==> src/hdl/midi_track_event_serializer_core_assert.svh <==
// ----------------------------------------------------------------------------
// midi track event serializer assertion macros
// concurrent checks on clk, disabled while rst_n is low
// ----------------------------------------------------------------------------
`ifndef MIDI_TRACK_EVENT_SERIALIZER_CORE_ASSERT_SVH
`define MIDI_TRACK_EVENT_SERIALIZER_CORE_ASSERT_SVH
`ifndef SYNTHESIS
`define MTES_ASSERT_NOW(lbl, ante, cons) \
  lbl: assert property (@(posedge clk) disable iff (!rst_n) (ante) |-> (cons)) \
    else $error("mtes same-cycle check failed");
`define MTES_ASSERT_NEXT(lbl, ante, cons) \
  lbl: assert property (@(posedge clk) disable iff (!rst_n) (ante) |=> (cons)) \
    else $error("mtes next-cycle check failed");
`else
`define MTES_ASSERT_NOW(lbl, ante, cons)
`define MTES_ASSERT_NEXT(lbl, ante, cons)
`endif
`endif

==> src/hdl/mtes_pkg.sv <==
// ----------------------------------------------------------------------------
// mtes_pkg
// shared types and constants of the midi track event serializer
// ----------------------------------------------------------------------------
`default_nettype none

package mtes_pkg;

  localparam logic [1:0] KIND_START = 2'd0;
  localparam logic [1:0] KIND_EVENT = 2'd1;
  localparam logic [1:0] KIND_END   = 2'd2;

  localparam int unsigned TICK_W = 30;

  // reciprocals for division by 125
  localparam logic [16:0] DIV_M16 = 17'd67109;
  localparam logic [23:0] DIV_M23 = 24'd8589935;
  localparam logic [12:0] DIV_M12 = 13'd4195;

  localparam logic [27:0] DELTA_MAX = 28'hFFFFFFF;

  localparam logic [7:0] META_PREFIX = 8'hFF;
  localparam logic [7:0] META_TEMPO  = 8'h51;
  localparam logic [7:0] META_EOT    = 8'h2F;
  localparam logic [7:0] TEMPO_LEN   = 8'h03;
  localparam logic [7:0] TEMPO_B2    = 8'h07;
  localparam logic [7:0] TEMPO_B1    = 8'hA1;
  localparam logic [7:0] TEMPO_B0    = 8'h20;

  localparam logic [3:0] NIB_NOTE_OFF  = 4'h8;
  localparam logic [3:0] NIB_NOTE_ON   = 4'h9;
  localparam logic [3:0] NIB_POLY_AT   = 4'hA;
  localparam logic [3:0] NIB_CTRL      = 4'hB;
  localparam logic [3:0] NIB_PROGRAM   = 4'hC;
  localparam logic [3:0] NIB_CHAN_AT   = 4'hD;
  localparam logic [3:0] NIB_PITCH     = 4'hE;

  typedef struct packed {
    logic [1:0] kind;
    logic [7:0] status;
    logic [7:0] data1;
    logic [7:0] data2;
  } mtes_msg_t;

  typedef struct packed {
    mtes_msg_t         msg;
    logic [TICK_W-1:0] tick;
  } mtes_tick_item_t;

endpackage

`default_nettype wire

==> src/hdl/midi_track_event_serializer_core.sv <==
// ----------------------------------------------------------------------------
// midi_track_event_serializer_core
// timed midi messages in, standard midi file track body bytes out
//
// input channel: one item per message (start track, channel event, end of
// track) on in_valid/in_ready. result channel: the bytes of each item on
// out_valid/out_ready with out_last on the final byte of an input item and
// the running track byte count in out_track_bytes.
// an accepted item passes the six-stage ms-to-tick pipeline, then the byte
// serializer, which puts each byte in its registered output.
// the serializer loads one item, then sends its bytes one per cycle while
// out_ready allows, and takes the next item only once its last byte is out
// (start track 7 bytes, end of track 4, events 1 to 7, kind 3 items none).
// up to six further items queue in the tick pipeline while bytes go out.
// reset: previous tick and byte count clear, no bytes pending.
// stall: a held out_ready freezes the output register and the serializer;
// the pipeline then fills and in_ready drops. kind 3 items produce no bytes.
// ----------------------------------------------------------------------------
`default_nettype none

`include "midi_track_event_serializer_core_assert.svh"

module midi_track_event_serializer_core
  import mtes_pkg::*;
(
  input  logic        clk,
  input  logic        rst_n,
  input  logic        in_valid,
  output logic        in_ready,
  input  logic [1:0]  in_kind,
  input  logic [31:0] in_time_ms,
  input  logic [7:0]  in_status,
  input  logic [7:0]  in_data1,
  input  logic [7:0]  in_data2,
  output logic        out_valid,
  input  logic        out_ready,
  output logic [7:0]  out_byte,
  output logic        out_last,
  output logic [31:0] out_track_bytes
);

  mtes_msg_t       in_msg;
  logic            tick_valid;
  logic            tick_ready;
  mtes_tick_item_t tick_item;
  logic            ser_busy;

  assign in_msg.kind   = in_kind;
  assign in_msg.status = in_status;
  assign in_msg.data1  = in_data1;
  assign in_msg.data2  = in_data2;

  mtes_tick_pipe u_tick_pipe (
    .clk       (clk),
    .rst_n     (rst_n),
    .in_valid  (in_valid),
    .in_ready  (in_ready),
    .in_msg    (in_msg),
    .in_ms     (in_time_ms),
    .out_valid (tick_valid),
    .out_ready (tick_ready),
    .out_item  (tick_item)
  );

  mtes_serializer u_serializer (
    .clk             (clk),
    .rst_n           (rst_n),
    .in_valid        (tick_valid),
    .in_ready        (tick_ready),
    .in_item         (tick_item),
    .out_valid       (out_valid),
    .out_ready       (out_ready),
    .out_byte        (out_byte),
    .out_last        (out_last),
    .out_track_bytes (out_track_bytes),
    .busy            (ser_busy)
  );

  // more bytes of the same item still buffered
  `MTES_ASSERT_NOW(a_mid_item_busy, out_valid && out_ready && !out_last, ser_busy)
  // bytes of one item go out without gaps
  `MTES_ASSERT_NEXT(a_mid_item_no_gap, out_valid && out_ready && !out_last, out_valid)
  // byte count steps by one inside an item
  `MTES_ASSERT_NEXT(a_count_step, out_valid && out_ready && !out_last,
                    out_track_bytes == $past(out_track_bytes) + 32'd1)

endmodule

`default_nettype wire

==> src/hdl/mtes_tick_pipe.sv <==
// ----------------------------------------------------------------------------
// mtes_tick_pipe
// milliseconds to ticks, tick = floor(ms * 24 / 125), six register stages
// ----------------------------------------------------------------------------
`default_nettype none

module mtes_tick_pipe
  import mtes_pkg::*;
(
  input  logic            clk,
  input  logic            rst_n,
  input  logic            in_valid,
  output logic            in_ready,
  input  mtes_msg_t       in_msg,
  input  logic [31:0]     in_ms,
  output logic            out_valid,
  input  logic            out_ready,
  output mtes_tick_item_t out_item
);

  localparam int NSTG = 6;

  logic [NSTG-1:0] vld_r;
  logic [NSTG-1:0] ce;
  mtes_msg_t       msg_r [NSTG];

  logic [31:0]       ms0_r;
  logic [9:0]        qh1_r;
  logic [15:0]       h1_r;
  logic [15:0]       l1_r;
  logic [22:0]       x2_r;
  logic [9:0]        qh2_r;
  logic [15:0]       q3_r;
  logic [22:0]       x3_r;
  logic [9:0]        qh3_r;
  logic [TICK_W-1:0] tb4_r;
  logic [11:0]       fr4_r;
  logic [TICK_W-1:0] tick5_r;

  logic [32:0]       prod1;
  logic [16:0]       qh125;
  logic [15:0]       rh16;
  logic [46:0]       prod3;
  logic [25:0]       q26;
  logic [22:0]       q125;
  logic [22:0]       r23;
  logic [6:0]        r7;
  logic [24:0]       prod5;
  logic [5:0]        frac;

  always_comb begin
    ce[NSTG-1] = !vld_r[NSTG-1] || out_ready;
    for (int k = NSTG - 2; k >= 0; k--) begin
      ce[k] = !vld_r[k] || ce[k+1];
    end
  end

  assign in_ready = ce[0];

  always_ff @(posedge clk) begin
    if (!rst_n) begin
      vld_r <= '0;
    end else begin
      if (ce[0]) begin
        vld_r[0] <= in_valid;
      end
      for (int k = 1; k < NSTG; k++) begin
        if (ce[k]) begin
          vld_r[k] <= vld_r[k-1];
        end
      end
    end
  end

  // arithmetic per stage
  assign prod1 = {16'd0, ms0_r[31:16]} * {16'd0, DIV_M16};
  assign qh125 = {7'd0, qh1_r} * 17'd125;
  assign rh16  = h1_r - qh125[15:0];
  assign prod3 = {24'd0, x2_r} * {23'd0, DIV_M23};
  assign q26   = {qh3_r, q3_r};
  assign q125  = {7'd0, q3_r} * 23'd125;
  assign r23   = x3_r - q125;
  assign r7    = r23[6:0];
  assign prod5 = {13'd0, fr4_r} * {12'd0, DIV_M12};
  assign frac  = prod5[24:19];

  always_ff @(posedge clk) begin
    if (ce[0]) begin
      msg_r[0] <= in_msg;
      ms0_r    <= in_ms;
    end
    for (int k = 1; k < NSTG; k++) begin
      if (ce[k]) begin
        msg_r[k] <= msg_r[k-1];
      end
    end
    if (ce[1]) begin
      qh1_r <= prod1[32:23];
      h1_r  <= ms0_r[31:16];
      l1_r  <= ms0_r[15:0];
    end
    if (ce[2]) begin
      x2_r  <= {rh16[6:0], l1_r};
      qh2_r <= qh1_r;
    end
    if (ce[3]) begin
      q3_r  <= prod3[45:30];
      x3_r  <= x2_r;
      qh3_r <= qh2_r;
    end
    if (ce[4]) begin
      tb4_r <= {q26, 4'd0} + {1'b0, q26, 3'd0};
      fr4_r <= {1'b0, r7, 4'd0} + {2'b0, r7, 3'd0};
    end
    if (ce[5]) begin
      tick5_r <= tb4_r + {{(TICK_W-6){1'b0}}, frac};
    end
  end

  assign out_valid     = vld_r[NSTG-1];
  assign out_item.msg  = msg_r[NSTG-1];
  assign out_item.tick = tick5_r;

endmodule

`default_nettype wire

==> src/hdl/mtes_serializer.sv <==
// ----------------------------------------------------------------------------
// mtes_serializer
// builds the track bytes of one item, sends them one per cycle when out_ready allows
// ----------------------------------------------------------------------------
`default_nettype none

module mtes_serializer
  import mtes_pkg::*;
(
  input  logic            clk,
  input  logic            rst_n,
  input  logic            in_valid,
  output logic            in_ready,
  input  mtes_tick_item_t in_item,
  output logic            out_valid,
  input  logic            out_ready,
  output logic [7:0]      out_byte,
  output logic            out_last,
  output logic [31:0]     out_track_bytes,
  output logic            busy
);

  logic [TICK_W-1:0] prev_r;
  logic [31:0]       total_r;
  logic [6:0][7:0]   buf_r;
  logic [2:0]        rem_r;
  logic              out_valid_r;
  logic [7:0]        out_byte_r;
  logic              out_last_r;
  logic [31:0]       out_track_r;

  logic              load;
  logic              mv;
  logic [31:0]       delta;
  logic [27:0]       v;
  logic [2:0]        grp;
  logic [3:0][7:0]   vlq;
  logic [2:0][7:0]   msg_b;
  logic [2:0]        mlen;
  logic [2:0]        j;
  logic [6:0][7:0]   ev_b;
  logic [6:0][7:0]   enc;
  logic [2:0]        enc_n;

  always_comb begin
    delta = {{(32-TICK_W){1'b0}}, in_item.tick} - {{(32-TICK_W){1'b0}}, prev_r};
    v     = (delta[31:28] != 4'd0) ? DELTA_MAX : delta[27:0];
    priority if (v[27:21] != 7'd0) begin
      grp = 3'd4;
    end else if (v[20:14] != 7'd0) begin
      grp = 3'd3;
    end else if (v[13:7] != 7'd0) begin
      grp = 3'd2;
    end else begin
      grp = 3'd1;
    end
    vlq = '0;
    unique case (grp)
      3'd4: begin
        vlq[0] = {1'b1, v[27:21]};
        vlq[1] = {1'b1, v[20:14]};
        vlq[2] = {1'b1, v[13:7]};
        vlq[3] = {1'b0, v[6:0]};
      end
      3'd3: begin
        vlq[0] = {1'b1, v[20:14]};
        vlq[1] = {1'b1, v[13:7]};
        vlq[2] = {1'b0, v[6:0]};
      end
      3'd2: begin
        vlq[0] = {1'b1, v[13:7]};
        vlq[1] = {1'b0, v[6:0]};
      end
      default: begin
        vlq[0] = {1'b0, v[6:0]};
      end
    endcase
    msg_b[0] = in_item.msg.status;
    msg_b[1] = in_item.msg.data1;
    msg_b[2] = in_item.msg.data2;
    unique case (in_item.msg.status[7:4])
      NIB_NOTE_OFF, NIB_NOTE_ON, NIB_POLY_AT, NIB_CTRL, NIB_PITCH: mlen = 3'd3;
      NIB_PROGRAM, NIB_CHAN_AT:                                    mlen = 3'd2;
      default:                                                     mlen = 3'd0;
    endcase
    for (int i = 0; i < 7; i++) begin
      j = 3'(i) - grp;
      if (3'(i) < grp) begin
        ev_b[i] = vlq[i[1:0]];
      end else if (j < mlen) begin
        ev_b[i] = msg_b[j[1:0]];
      end else begin
        ev_b[i] = 8'h00;
      end
    end
    enc = '0;
    unique case (in_item.msg.kind)
      KIND_START: begin
        enc[0] = 8'h00;
        enc[1] = META_PREFIX;
        enc[2] = META_TEMPO;
        enc[3] = TEMPO_LEN;
        enc[4] = TEMPO_B2;
        enc[5] = TEMPO_B1;
        enc[6] = TEMPO_B0;
        enc_n  = 3'd7;
      end
      KIND_EVENT: begin
        enc   = ev_b;
        enc_n = grp + mlen;
      end
      KIND_END: begin
        enc[0] = 8'h00;
        enc[1] = META_PREFIX;
        enc[2] = META_EOT;
        enc[3] = 8'h00;
        enc_n  = 3'd4;
      end
      default: begin
        enc_n = 3'd0;
      end
    endcase
  end

  assign in_ready = (rem_r == 3'd0);
  assign load     = in_valid && in_ready;
  assign mv       = (rem_r != 3'd0) && (!out_valid_r || out_ready);

  always_ff @(posedge clk) begin
    if (!rst_n) begin
      prev_r      <= '0;
      total_r     <= '0;
      rem_r       <= '0;
      out_valid_r <= 1'b0;
    end else begin
      if (load) begin
        rem_r <= enc_n;
        if (in_item.msg.kind == KIND_START) begin
          prev_r  <= '0;
          total_r <= '0;
        end else if (in_item.msg.kind == KIND_EVENT) begin
          prev_r <= in_item.tick;
        end
      end
      if (mv) begin
        rem_r       <= rem_r - 3'd1;
        total_r     <= total_r + 32'd1;
        out_valid_r <= 1'b1;
      end else if (out_ready) begin
        out_valid_r <= 1'b0;
      end
    end
  end

  always_ff @(posedge clk) begin
    if (load) begin
      buf_r <= enc;
    end else if (mv) begin
      buf_r <= {8'h00, buf_r[6:1]};
    end
    if (mv) begin
      out_byte_r  <= buf_r[0];
      out_last_r  <= (rem_r == 3'd1);
      out_track_r <= total_r + 32'd1;
    end
  end

  assign out_valid       = out_valid_r;
  assign out_byte        = out_byte_r;
  assign out_last        = out_last_r;
  assign out_track_bytes = out_track_r;
  assign busy            = (rem_r != 3'd0);

endmodule

`default_nettype wire
==> config.mk <==
export PLATFORM = sky130hd
export DESIGN_NAME = midi_track_event_serializer_core
export DESIGN_NICKNAME = d
export VERILOG_FILES = /design/src/hdl/mtes_pkg.sv /design/src/hdl/midi_track_event_serializer_core.sv /design/src/hdl/mtes_tick_pipe.sv /design/src/hdl/mtes_serializer.sv
export VERILOG_INCLUDE_DIRS = /design/src /design/src/hdl
export SDC_FILE = /design/constraint.sdc
export NUM_CORES = 2
export LEC_CHECK = 0
export BUFFER_PORTS_ARGS = -buffer_cell sky130_fd_sc_hd__buf_2
export CORE_MARGIN = 2
export CORE_UTILIZATION = 58
export CTS_CLUSTER_SIZE = 20
export DETAILED_ROUTE_END_ITERATION = 7
export PLACE_DENSITY_LB_ADDON = 0.2
export SLEW_MARGIN = 5
export SYNTH_ARGS = -nofsm -noshare
export SYNTH_HDL_FRONTEND = slang
export SYNTH_HIERARCHICAL = 1
export SYNTH_SLANG_ARGS = --single-unit
==> constraint.sdc <==
create_clock -name clk -period 6.7 [get_ports clk]
set_input_delay 1.34 -clock clk [delete_from_list [all_inputs] [get_ports clk]]
set_output_delay 1.34 -clock clk [all_outputs]
set_load 0.005 [all_outputs]
# Yosys cells after proc, flatten, opt, wreduce, memory -nomap -nowiden
# Memories as Yosys holds them, arrays and structs flattened.
# Index checks and enable logic that the tools add are counted.
# W data, S select, Z words.
# totals
ff_bits	372
mem_bits_rw	156
inputBits	62
out_inout_bits	43
wordCells	182
mem_count	1
# op_classes
addsub	16
mul	5
order_cmp	21
eq_ne	13
muxes	63
reduce_logical	31
# memory_table
name	depth	word_bits	read_ports	rd_clocked_by_memory_dff	write_ports	line	text
u_tick_pipe.msg_r	6	26	6	0	6	mtes_tick_pipe.sv:25	mtes_msg_t msg_r [NSTG];
# op_table
cell	count
$mux W8	21
$bmux W8 S2	7
$mux W56	2
$mux W32	3
$pmux W32 S3	1
$mux W30	2
$pmux W24 S2	1
$pmux W8 S3	2
$mul A23 B24 Y46 const B	1
$mul A16 B17 Y33 const B	1
$add A32 B1 Y32 const B	1
$sub A30 B30 Y31	1
$add A30 B29 Y30	1
$add A30 B6 Y30	1
$eq A4 B4 Y1 const B	7
$mux W28	1
$mul A12 B13 Y25 const B	1
$lt A2 B3 Y1 const B	7
$lt A3 B2 Y1	7
$reduce_bool A7 Y1	3
$mul A16 B7 Y7 const B	1
$pmux W8 S2	1
$mux W1	14
$sub A7 B7 Y7	2
31 further kinds	60

# Logic depth before layout (Yosys ltp)
# logic_depth
ltp_word	14
ltp_mapped	25
depth_no_buf	25

# By module
# The synthesis kept the hierarchy.
# modules_own_cells
module	instances	cells_per_inst	area_per_inst_um2	seq_area_each_um2
mtes_tick_pipe	1	2073	26512.9	10720.3
mtes_serializer	1	1176	10666.5	4234.1

# Worst setup path after synthesis
# Ideal clock, no wire load.
# synth_path
kind	flip-flop to flip-flop
from	register u_tick_pipe.x2_r[20]
to	register u_tick_pipe.q3_r[14], data pin
setup_ns	0.180
arrival_time_ns	6.155
required_ns	6.520
path_slack_ns	0.365
stages_incl_launch_ff	21
path_buffers	0
synth_period_minus_slack_ns	6.335
path_cell_list	edfxtp_1 fa_1 fa_1 inv_1 fa_1 inv_1 fa_1 fa_1 fa_1 inv_1 fa_1 inv_1 ha_1 a21oi_1 o21ai_0 a221oi_2 and3_4 a21oi_4 a31o_1 or4_1 o311ai_1
# synth_via
elab_chain_len	1
# synth_lines
element	line	text
from (decl)	mtes_tick_pipe.sv:31	logic [22:0] x2_r;
from (signal assigned)	mtes_tick_pipe.sv:103	x2_r <= {rh16[6:0], l1_r};
$mul A23 B24 Y46	mtes_tick_pipe.sv:79	assign prod3 = {24'd0, x2_r} * {23'd0, DIV_M23};
via u_tick_pipe.prod3[44]	mtes_tick_pipe.sv:43	logic [46:0] prod3;
to (signal assigned)	mtes_tick_pipe.sv:107	q3_r <= prod3[45:30];
to (decl)	mtes_tick_pipe.sv:33	logic [15:0] q3_r;
# The timed path passes the listed nets, and every way through them passes these cells.
# A chain may end at the register's enable or synchronous reset.

# Worst setup path in the final report
# layout_path
from	register u_tick_pipe.x2_r[22]
to	register u_tick_pipe.q3_r[14], data pin
# The elaborated chain is that of the path after synthesis.

==> qor.yml <==
crit_start: "u_tick_pipe/x2_r[22]"
worstSetupPathType: "reg2reg"
drt-vias-per-instance: 5.76
slowest_stage: "fa_2"
synth-seq-cells: 522
crit_path_end_kind: "flip-flop"
antenna_found_initial: 0
clock-sinks: 522
hp-start: "u_tick_pipe/qh2_r[0]"
grt_max_degree: 73
rows: 92
grt_pass1_vias: 25661
clock.fmax_mhz: 153
worstSetupStartpointType: "flip-flop"
design_area_um2: 40900
wl_mm: 82.1
clk-insertion-delay-late_ns: 0.63
initial_core_util: 0.588
antenna_cells: 0
fin_skew_ns: 0.0295
port-buffer-count: 104
drt_iter0_drc: 1739
fp.dieArea_um2: 66100
cap_viol_max_count: 0
cts.path.max_buffers: 3
status: "finished clean"
finalWeightedCongestion: 0.942
synthArstFlopShare: 0
hpwl_mm: 63.9
fin_crit_ns: 6.54
first_pass_iters: 6
drive_gt1_frac: 0.0949
wl_per_cell_um: 19.1
syn_area_per_cell_um2: 11.4
crit_path_max_fanout: 5
clkTransAtPathRegs_ns: 0.07
dp.cells: 4177
place_area_um2: 38800
die_h_um: 257
fin_cells: 4292
gr-total-overflow: 0
relSlewSlack: 0.285
yosys.cell_types.count: 91
final-hold-violation-count: 0
grt_usage: 0.252
core_um2: 63200
cts_made_buffers: 55
critPathArrivalTime_ns: 6.98
syn_inst: 3249
timing.rr.start: "u_tick_pipe/x2_r[22]"
synthFlopType: "edfxtp_1"
finalMaxSlewViolations: 0
drc: 0
num_vias: 24741
crit_chain: "fa_2, inv_1, fa_2, inv_1, fa_1, fa_1, fa_2, inv_1, fa_1, inv_1, fa_2, ha_1, and3_4, and4_4, nand4_1, o211a_1, a21oi_4, a31o_1, or4_4, o311ai_2"
syn-num-nets: 4062
root_buffer: "clkbuf_16"
worst_pin_slew_ns: 1.07
required_ns: 7.14
layout.nets: 4215
yosysWarnings: 6
syn_area_um2: 37200
ys_seq_area_frac: 0.402
die_w_um: 257
synth-edff-count: 450
max_stage_delay_ns: 0.58
post-route-period-util: 0.976
detail-route-antenna-nets: 0
hold_buffers: 0
fin_tns_setup_ns: 0
fillers: 4867
tritoncts: "done"
htreeDepth: 2
setup_viol: 0
grt_pass1_wl_mm: 134
ios: 105
syn2layout_area_growth_pct: 9.97
holdCritPathClass: "reg2reg"
-- worst max-delay path, delay by kind of cell, from the launching register on --
| kind | cells | cell delay (ns) |
|---|---|---|
| adder cells (fa/ha/maj) | 8 | 3.99 |
| buffers and inverters | 4 | 0.23 |
| AO/OA/AOI/OAI | 4 | 0.70 |
| flip-flops | 1 | 0.48 |
| AND/OR/NAND/NOR | 4 | 0.96 |
-- routing by layer --
layer,global-route usage,wire (um)
met5,0,0
met4,0.0809,2670
met3,0.0270,3530
met2,0.449,41500
met1,0.322,34400
-- Yosys cell counts (59+ instances only) --
library cell	count	area share
nand2_1	119	0.012
ha_1	526	0.18
inv_1	528	0.053
nand3_1	61	0.0082
edfxtp_1	450	0.36
fa_1	225	0.12
o21ai_0	97	0.013
dfxtp_1	72	0.039
a22oi_1	59	0.012
xnor2_1	110	0.026
nor2_1	106	0.011
a21oi_1	151	0.020
nor2b_1	84	0.014
-- state kept, by name, summed over array words and instances (netlist names), 16 cells and up --
name and flops:
u_tick_pipe/msg_r 156, u_serializer/out_track_bytes 32, u_tick_pipe/ms0_r 32, u_tick_pipe/q3_r 16, u_tick_pipe/l1_r 16, u_serializer/prev_r 30, u_tick_pipe/tick5_r 30, u_tick_pipe/x2_r 23
u_serializer/total_r 32, u_tick_pipe/tb4_r 27, u_serializer/buf_r 56
-- kinds of logic (layout without fill, tap and decap cells) --
| family | after synthesis | in the layout | share of synthesized area |
|---|---|---|---|
| buffers and inverters | 600 | 797 | 0.0618 |
| multiplexers | 6 | 6 | 0.00175 |
| AND/OR/NAND/NOR | 612 | 612 | 0.0880 |
| AO/OA/AOI/OAI | 604 | 604 | 0.112 |
| XOR/XNOR | 154 | 154 | 0.0363 |
| adder cells (fa/ha/maj) | 751 | 751 | 0.298 |
| flip-flops | 522 | 522 | 0.402 |
-- through the flow --
stage | utilization | hold WS, ns | setup slack [ns]
after detailed placement | 0.615 | 0.405 | 0.0315
after CTS | 0.644 | 0.415 | 0.0103
after global placement | 0.615 | 0.400 | 0.126
after floorplan | - | 0.400 | 0.365
final | 0.647 | 0.412 | 0.162
after global routing | 0.647 | 0.415 | -0.0110
-- timing repair --
item | in CTS | in global routing
resized for setup | 2 | 19
pin swaps | 2 | 13
endpoints found under the setup margin | 1 | 10
setup buffers | 0 | 14
-- worst paths after layout --
kind	cells past startpoint	slack [ns]	to
max	20	0.16	u_tick_pipe/q3_r[14]
min	0	0.41	u_tick_pipe/qh3_r[0]
max reg2reg	20	0.16	u_tick_pipe/q3_r[14]
min reg2reg	0	0.41	u_tick_pipe/qh3_r[0]
-- cell type report --
type,instances,area [um2],share of cell area
Sequential cell,522,15000,0.366
Tap cell,846,1060,0.0259
Inverter,529,1990,0.0486
Clock inverter,36,352,0.00860
Multi-Input combinational cell,2127,20000,0.490
Clock buffer,65,1510,0.0368
Timing Repair Buffer,167,993,0.0243
-- cells in the final DEF (no fill, tap or decap), types with 27 or more instances in the layout --
| cell type | count |
|---|---|
| a21o_1 | 44 |
| a21oi_1 | 150 |
| a22oi_1 | 59 |
| and3_1 | 42 |
| buf_2 | 104 |
| buf_4 | 63 |
| clkbuf_16 | 57 |
| dfxtp_1 | 72 |
| edfxtp_1 | 450 |
| fa_1 | 220 |
| ha_1 | 524 |
| inv_1 | 524 |
| nand2_1 | 116 |
| nand2b_1 | 27 |
| nand3_1 | 60 |
| nand4_1 | 27 |
| nor2_1 | 104 |
| nor2b_1 | 84 |
| nor3_1 | 39 |
| o21ai_0 | 92 |
| xnor2_1 | 110 |
| xor2_1 | 44 |
Power is left out: the tool's default activity adds up to more than one toggle a clock period on the data nets, which glitch-free logic cannot reach.
